### config.mk
export PLATFORM = sky130hd
export DESIGN_NAME = rqs_ctrl
export DESIGN_NICKNAME = d
export VERILOG_FILES = /design/src/sv/rqs_pkg.sv /design/src/sv/rqs_ctrl.sv
export SDC_FILE = /design/constraint.sdc
export NUM_CORES = 1
export LEC_CHECK = 0
export ABC_AREA = 1
export BUFFER_PORTS_ARGS = -buffer_cell sky130_fd_sc_hd__buf_2
export CAP_MARGIN = 0
export CORE_MARGIN = 2
export CORE_UTILIZATION = 47
export CTS_CLUSTER_SIZE = 14
export DETAILED_ROUTE_END_ITERATION = 8
export GPL_ROUTABILITY_DRIVEN = 0
export PLACE_DENSITY_LB_ADDON = 0.2
export SYNTH_ARGS = -nofsm -noshare
export SYNTH_HDL_FRONTEND = slang
export SYNTH_SLANG_ARGS = --single-unit
### constraint.sdc
create_clock -name clk -period 2 [get_ports clk]
set_input_delay 0.2 -clock clk [delete_from_list [all_inputs] [get_ports clk]]
set_output_delay 0.2 -clock clk [all_outputs]
set_load 0.05 [all_outputs]
### src/sv/rqs_pkg.sv
// Shared types, constants and control/status bundles of the randomized quickselect unit.
`timescale 1ns / 1ps

package rqs_pkg;

  localparam int VALUE_BITS    = 16;
  localparam int RANK_BITS     = 11;
  localparam int POS_BITS      = 10;
  localparam int COUNT_BITS    = 20;
  localparam int SEED_BITS     = 16;
  localparam int MAX_ITEMS_DEF = 1024;

  localparam logic [SEED_BITS-1:0]  LFSR_TAPS = 16'hB400;
  localparam logic [SEED_BITS-1:0]  SEED_ONE  = 16'h0001;
  localparam logic [COUNT_BITS-1:0] COUNT_MAX = '1;

  typedef struct packed {
    logic signed [VALUE_BITS-1:0] item_value;
    logic [RANK_BITS-1:0]         wanted_rank;
    logic                         is_last;
  } in_item_t;

  typedef struct packed {
    logic signed [VALUE_BITS-1:0] kth_value;
    logic [POS_BITS-1:0]          kth_position;
    logic [COUNT_BITS-1:0]        compare_count;
    logic [COUNT_BITS-1:0]        swap_count;
    logic                         rank_error;
  } out_item_t;

  // store read address source
  typedef enum logic [2:0] {
    RD_LO,
    RD_PIV,
    RD_J,
    RD_MID,
    RD_POS
  } rd_sel_t;

  // store write address/data source
  typedef enum logic [2:0] {
    WR_NONE,
    WR_LOAD,
    WR_LO_RDATA,
    WR_PIV_TMP,
    WR_J_RDATA,
    WR_MID_TMP,
    WR_MID_PV
  } wr_sel_t;

  typedef struct packed {
    logic    load;
    logic    start_sel;
    logic    err_out;
    logic    res_out;
    logic    lfsr_step;
    logic    mod_start;
    logic    piv_ld;
    logic    tmp_ld;
    logic    pv_ld;
    logic    scan_init;
    logic    j_inc;
    logic    mid_inc;
    logic    cmp_inc;
    logic    swp_inc;
    logic    narrow;
    logic    pos_lo;
    logic    pos_mid;
    rd_sel_t rd_sel;
    wr_sel_t wr_sel;
  } cmd_t;

  typedef struct packed {
    logic last;
    logic rank_bad;
    logic lo_ge_hi;
    logic j_at_hi;
    logic less;
    logic rank_eq;
    logic mod_done;
    logic out_free;
  } sts_t;

endpackage

### src/sv/rqs_ctrl.sv
// Controller: load, pivot choice, Lomuto partition sequencing and result hand-off.
`timescale 1ns / 1ps

module rqs_ctrl (
  input  logic          clk,
  input  logic          rst_n,
  input  logic          in_valid,
  output logic          in_ready,
  input  rqs_pkg::sts_t sts,
  output rqs_pkg::cmd_t cmd
);
  import rqs_pkg::*;

  typedef enum logic [4:0] {
    S_LOAD,
    S_ERR,
    S_CHECK,
    S_MOD_GO,
    S_MOD_WAIT,
    S_PV_A,
    S_PV_B,
    S_PV_C,
    S_PV_D,
    S_SCAN_RD,
    S_SCAN_CMP,
    S_SW_RD,
    S_SW_A,
    S_SW_B,
    S_FIN_RD,
    S_FIN_A,
    S_FIN_B,
    S_NARROW,
    S_RES_RD,
    S_RES_OUT
  } state_t;

  state_t state_r, state_nxt;

  always_ff @(posedge clk) begin
    if (!rst_n) begin
      state_r <= S_LOAD;
    end else begin
      state_r <= state_nxt;
    end
  end

  always_comb begin
    state_nxt  = state_r;
    cmd        = '0;
    cmd.rd_sel = RD_LO;
    cmd.wr_sel = WR_NONE;
    in_ready   = 1'b0;
    case (state_r)
      S_LOAD: begin
        in_ready = 1'b1;
        if (in_valid) begin
          cmd.load   = 1'b1;
          cmd.wr_sel = WR_LOAD;
          if (sts.last) begin
            if (sts.rank_bad) begin
              state_nxt = S_ERR;
            end else begin
              cmd.start_sel = 1'b1;
              state_nxt     = S_CHECK;
            end
          end
        end
      end
      S_ERR: begin
        if (sts.out_free) begin
          cmd.err_out = 1'b1;
          state_nxt   = S_LOAD;
        end
      end
      S_CHECK: begin
        if (sts.lo_ge_hi) begin
          cmd.pos_lo = 1'b1;
          state_nxt  = S_RES_RD;
        end else begin
          cmd.lfsr_step = 1'b1;
          state_nxt     = S_MOD_GO;
        end
      end
      S_MOD_GO: begin
        cmd.mod_start = 1'b1;
        state_nxt     = S_MOD_WAIT;
      end
      S_MOD_WAIT: begin
        if (sts.mod_done) begin
          cmd.piv_ld = 1'b1;
          state_nxt  = S_PV_A;
        end
      end
      S_PV_A: begin
        cmd.rd_sel = RD_LO;
        state_nxt  = S_PV_B;
      end
      S_PV_B: begin
        cmd.rd_sel = RD_PIV;
        cmd.tmp_ld = 1'b1;
        state_nxt  = S_PV_C;
      end
      S_PV_C: begin
        cmd.pv_ld  = 1'b1;
        cmd.wr_sel = WR_LO_RDATA;
        state_nxt  = S_PV_D;
      end
      S_PV_D: begin
        cmd.wr_sel    = WR_PIV_TMP;
        cmd.swp_inc   = 1'b1;
        cmd.scan_init = 1'b1;
        state_nxt     = S_SCAN_RD;
      end
      S_SCAN_RD: begin
        cmd.rd_sel = RD_J;
        state_nxt  = S_SCAN_CMP;
      end
      S_SCAN_CMP: begin
        cmd.cmp_inc = 1'b1;
        if (sts.less) begin
          cmd.tmp_ld  = 1'b1;
          cmd.mid_inc = 1'b1;
          state_nxt   = S_SW_RD;
        end else if (sts.j_at_hi) begin
          state_nxt = S_FIN_RD;
        end else begin
          cmd.j_inc = 1'b1;
          state_nxt = S_SCAN_RD;
        end
      end
      S_SW_RD: begin
        cmd.rd_sel = RD_MID;
        state_nxt  = S_SW_A;
      end
      S_SW_A: begin
        cmd.wr_sel = WR_J_RDATA;
        state_nxt  = S_SW_B;
      end
      S_SW_B: begin
        cmd.wr_sel  = WR_MID_TMP;
        cmd.swp_inc = 1'b1;
        if (sts.j_at_hi) begin
          state_nxt = S_FIN_RD;
        end else begin
          cmd.j_inc = 1'b1;
          state_nxt = S_SCAN_RD;
        end
      end
      S_FIN_RD: begin
        cmd.rd_sel = RD_MID;
        state_nxt  = S_FIN_A;
      end
      S_FIN_A: begin
        cmd.wr_sel  = WR_LO_RDATA;
        cmd.swp_inc = 1'b1;
        state_nxt   = S_FIN_B;
      end
      S_FIN_B: begin
        cmd.wr_sel = WR_MID_PV;
        state_nxt  = S_NARROW;
      end
      S_NARROW: begin
        if (sts.rank_eq) begin
          cmd.pos_mid = 1'b1;
          state_nxt   = S_RES_RD;
        end else begin
          cmd.narrow = 1'b1;
          state_nxt  = S_CHECK;
        end
      end
      S_RES_RD: begin
        cmd.rd_sel = RD_POS;
        state_nxt  = S_RES_OUT;
      end
      S_RES_OUT: begin
        cmd.rd_sel = RD_POS;
        if (sts.out_free) begin
          cmd.res_out = 1'b1;
          state_nxt   = S_LOAD;
        end
      end
      default: begin
        state_nxt = S_LOAD;
      end
    endcase
  end

endmodule

==> metrics.txt, run 1 <==
Synth Cell Area 683 sq um; global-route wire length before repair 3.51 mm; crit path launch type flip-flop; headroom to the max-slew limit 75.8%; largest net degree at the start of global routing 12; Die Wd 42.1 um; Synth top area share 19.2%; register area share after synthesis 14.7%; Die ar. 0.00177 sq mm; crit-path max cell delay 0.53 ns; WL final 2.00 mm; hold path depth 3; antenna viol nets, final 0; Starting Density 51.2%; MaxCap Viol Count 0; Slew Viols, Final 0; standard-cell rows 13; # clock sinks 5; worst vdd ir 0.672 mV; max FFs per register 5; crit share post-route 92.2%; number of remaining DRC errors 0; CP endpoint kind primary output; overall power 885 uW; flops & latches, synth 5; number of CTS-inserted buffers 3; slowest CP cell dfxtp_1; IO Count 35; min Tclk post-route 1.84 ns; # H-tree levels 1; area leader, netlist nand2_1; CTS hold repair buffers 0; DP Wirelength 1.68 mm; outcome finished clean; Hold Crit Class input pin to flip-flop; Slew @ Worst Pin 0.363 ns; unrepaired setup endpoints after global routing false; Leak 0.000602 uW; Worst-Skew Late Latency 0.25 ns; Biggest register state_r; Final Setup Violations 0; Core Box Area 0.00133 sq mm; Fmax 0.542 GHz; die height 42.1 um; r2r worst-path depth 7; Total GRT Usage 24.8%; Final nets 184; post-route clock skew 0.00735 ns; CP Max Fanout 6; CP Cell Sequence nand2_2 -> nor3_1 -> nor2_1 -> nand2_1 -> buf_2; CTS tree yes; P&R area growth vs syn 31.1%; via count 959; Area contributors post-synth nand2_1, dfxtp_1, nor2_1; area of the multi-input gates 485 sq um; Avg WL per Cell 10.7 um; ant diodes 0; clk slew on worst S/H paths 0.05 ns; CP Data Required Time 1.80 ns; setup tns final 0 ns; Distinct cells, synth 16; WP data arrival 1.64 ns; Hold Violations, Final 0; Post-CTS Setup Bufs 0; initial antenna violation count 0; root buffer cell clkbuf_4; clk buf depth 2; initial drt markers 36; vias per cell 5.13; Avg Inst Size Synth 5.06 sq um; Port Buffers 34; Fill cells 128; PwrDens 988 mW/mm^2; synthesized netlist cell count 135; fin util 67.2%; vias in the first global route 871; cts repair resizes 0; critical path type flip-flop to primary output; top flop regs state_r: 5 flops; synthesis warning total 0; share of layout cells above drive strength 1 31.4%; total iterations of the first detailed-routing run 4; Storage cell area 103 sq um; Syn Nets 146; gr ovfl total 0
==> synth_stat cells <==
| master | instances |
|---|---|
| o21ai_0 | 8 |
| nand3_2 | 2 |
| nor2_4 | 3 |
| buf_4 | 1 |
| a21oi_1 | 5 |
| nand2_2 | 1 |
| nor2_1 | 26 |
| nor2_2 | 3 |
| nand4_1 | 1 |
| a31oi_1 | 1 |
| nand2_1 | 35 |
| dfxtp_1 | 5 |
| nand3_1 | 15 |
| nor3_1 | 5 |
| inv_1 | 18 |
| inv_2 | 6 |
==> final timing paths <==
check | to | from | slack [ns]
hold / removal | state_r[3] | rst_n | 0.24
hold reg to reg | state_r[4] | state_r[4] | 0.59
setup reg to reg | state_r[4] | state_r[4] | 0.57
setup / recovery | cmd[4] | state_r[0] | 0.16
==> per-layer routing <==
| metal | up-vias | share of wire [%] | global-route usage [%] |
|---|---|---|---|
| li1 | 499 | - | - |
| met4 | 0 | 1.5 | 8.13 |
| met5 | - | 0 | 0 |
| met2 | 30 | 50 | 40.9 |
| met3 | 6 | 6.8 | 6.47 |
| met1 | 424 | 42 | 31.3 |
==> cell families after synthesis <==
group	after synthesis	synth area share (%)
flops	5	14.7
simple gates	91	60.6
buf+inv	25	14.3
compound gates	14	10.4
==> worst max-delay path, delay by kind of cell, from the launching register on <==
family	cells	cell delay, ns
and+or+nand+nor	4	0.60
DFF	1	0.53
buffers and inverters	1	0.27
==> cells in the final DEF, fill, tap and decap left out <==
cell	n
nand2_1	35
buf_2	33
nor2_1	26
inv_1	18
nand3_1	15
o21ai_0	7
inv_2	6
nor3_1	5
a21oi_1	5
clkbuf_4	4
nor2_2	3
nor2_4	3
dfxtp_1	3
nand3_2	2
dfxtp_2	2
nand2_2	1
o21ai_1	1
a31oi_1	1
nand4_1	1
clkbuf_1	1
==> stage by stage <==
stage | instance area [sq um] | cells | hold WS [ns] | worst slack [ns]
2_1_floorplan | 683 | 135 | 0.372 | -0.136
4_1_cts | 891 | 187 | 0.239 | 0.101
3_3_place_gp | 865 | 183 | 0.500 | 0.380
5_1_grt | 896 | 187 | 0.262 | 0.0150
6_report | 896 | 187 | 0.243 | 0.156
3_5_place_dp | 865 | 183 | 0.501 | 0.372
==> power by group <==
part,internal (uW),switching [uW],total (uW)
Clock,75.8,46.6,122
Combinational,151,440,591
Sequential,122,49.7,171
Total,349,536,885
==> final cells by class <==
| class | count | share of cell area (%) |
|---|---|---|
| clock buffer | 4 | 2.93 |
| sequential | 5 | 11.5 |
| inverter | 24 | 10.1 |
| timing repair buffer | 34 | 19.3 |
| tap | 15 | 2.09 |
| multi-input combinational | 105 | 54.2 |
(Power assumes the default switching activity.)
==> run 2, diff against run 1 <==
SETUP_SLACK_MARGIN = 0.2   (was unset)
TNS_END_PERCENT = 100   (was unset)
==> metrics.txt, run 2 (same netlist as run 1, synthesis figures left out) <==
initial drt markers 64; clk slew on worst S/H paths 0.04 ns; min Tclk post-route 1.79 ns; number of remaining DRC errors 0; unrepaired setup endpoints after global routing true; DP Wirelength 1.72 mm; fin util 74.7%; WL final 2.41 mm; Starting Density 51.2%; outcome finished clean; commonest non-fill, non-tap cells in the layout nand2_1, buf_2, nor2_1, inv_1, nand3_1; crit-path max cell delay 0.42 ns; clk buf depth 2; Biggest register state_r; crit share post-route 89.3%; Port Buffers 34; Slew @ Worst Pin 0.284 ns; Fill cells 122; root buffer cell clkbuf_4; # clock sinks 5; CP Data Required Time 1.80 ns; Final nets 188; crit path launch type flip-flop; largest net degree at the start of global routing 12; die height 42.1 um; top flop regs state_r: 5 flops; commonest non-fill, non-tap cell in the layout nand2_1; # H-tree levels 1; worst vdd ir 0.692 mV; CP endpoint kind primary output; CP Max Fanout 10; IO Count 35; PnR worst setup slack 0.215 ns; Setup WS pre-CTS 0.230 ns; RR Startpoint state_r[4]; Hold Crit Class input pin to flip-flop; P&R area growth vs syn 45.8%; Final Setup Violations 0; global-route wire length before repair 3.73 mm; CP Cell Sequence clkinvlp_4 -> nand3_4 -> nor2_2 -> nor2_1 -> nand2_1 -> buf_4; critical path type flip-flop to primary output; hold endpoint state_r[4]; Die ar. 0.00177 sq mm; r2r worst-path depth 7; ant diodes 0; slowest CP cell dfxtp_4; CTS hold repair buffers 0; post-route clock skew 0.00290 ns; Worst-Skew Late Latency 0.24 ns; max FFs per register 5; gr ovfl total 0; initial antenna violation count 0; R2R Path End state_r[3]; placed inst area 885 sq um; Hold Violations, Final 0; PwrDens 964 mW/mm^2; vias per cell 5.50; critical hold path startpoint rst_n; Fmax 0.560 GHz; Avg WL per Cell 12.6 um; standard-cell rows 13; MaxCap Viol Count 0; Slew Viols, Final 0; headroom to the max-slew limit 80.9%; vias in the first global route 935; Core Box Area 0.00133 sq mm; share of layout cells above drive strength 1 39.8%; WP data arrival 1.59 ns; flop2flop setup slack 0.50 ns; CTS tree yes; Leak 0.000629 uW; number of CTS-inserted buffers 3; via count 1051; antenna viol nets, final 0; Hold Slack 0.266 ns; design area 996 sq um; Total GRT Usage 26.1%; total iterations of the first detailed-routing run 7; hold path depth 3; Crit path buffers/inverters 2; Die Wd 42.1 um; largest delay contributor family on the critical path simple AND/OR/NAND/NOR gates
## run 2: cell types whose count changed in the layout (fill, tap and decap cells not counted), sizes merged
cell | previous run | this run
clkbuf | 5 | 7
clkinvlp | 0 | 1
buf | 33 | 35
inv | 24 | 23
## run 2: how the worst max path moves through the flow
stage / start / end / slack [ns] / cells past startpoint
after floorplan: state_r[1] / cmd[12] / -0.14 / 4
after global placement: state_r[4] / cmd[9] / 0.24 / 6
after detailed placement: state_r[4] / cmd[9] / 0.23 / 6
after CTS: state_r[4] / cmd[9] / 0.17 / 6
after global routing: state_r[4] / cmd[3] / 0.18 / 6
final: state_r[4] / cmd[3] / 0.21 / 6
## run 2: final cells by class
| class | count | area (sq um) | share of cell area (%) |
|---|---|---|---|
| sequential | 5 | 114 | 11.4 |
| timing repair buffer | 38 | 218 | 21.9 |
| clock buffer | 4 | 26.3 | 2.64 |
| tap | 15 | 18.8 | 1.88 |
| inverter | 24 | 93.8 | 9.42 |
| multi-input combinational | 105 | 526 | 52.8 |
## run 2: worst min-delay path, stage by stage
cell and delay (ns):
buf_2 0.07, inv_1 0.08, a21oi_1 0.11
## run 2: per-layer routing
layer  wire (um)  part of all wire [%]  up-vias  global-route usage, %
met5           0                     0        -                      0
li1            -                     -      508                      -
met4          85                   3.5        0                   12.5
met3         238                   9.9       10                   3.45
met1         939                    39      459                   32.1
met2        1150                    48       74                   44.4
## run 2: repair_timing
action | CTS | global route
setup endpoints to repair | 9 | 13
setup buffers | 0 | 4
pin swaps | 0 | 1
resized for setup | 8 | 13
hold endpoints to repair | 0 | 0
## run 2: per-stage QoR
step                      setup TNS (ns)  std cells  power, uW
after floorplan                   -0.272        135        652
after global placement                 0        183        769
after detailed placement               0        183        774
after CTS                              0        187        901
after global routing                   0        191       1030
final                                  0        191        960
## run 2: power breakdown
part | internal (uW) | total (uW) | switching, uW
logic | 191 | 661 | 470
clock network | 75.5 | 118 | 42.4
registers | 126 | 181 | 55.1
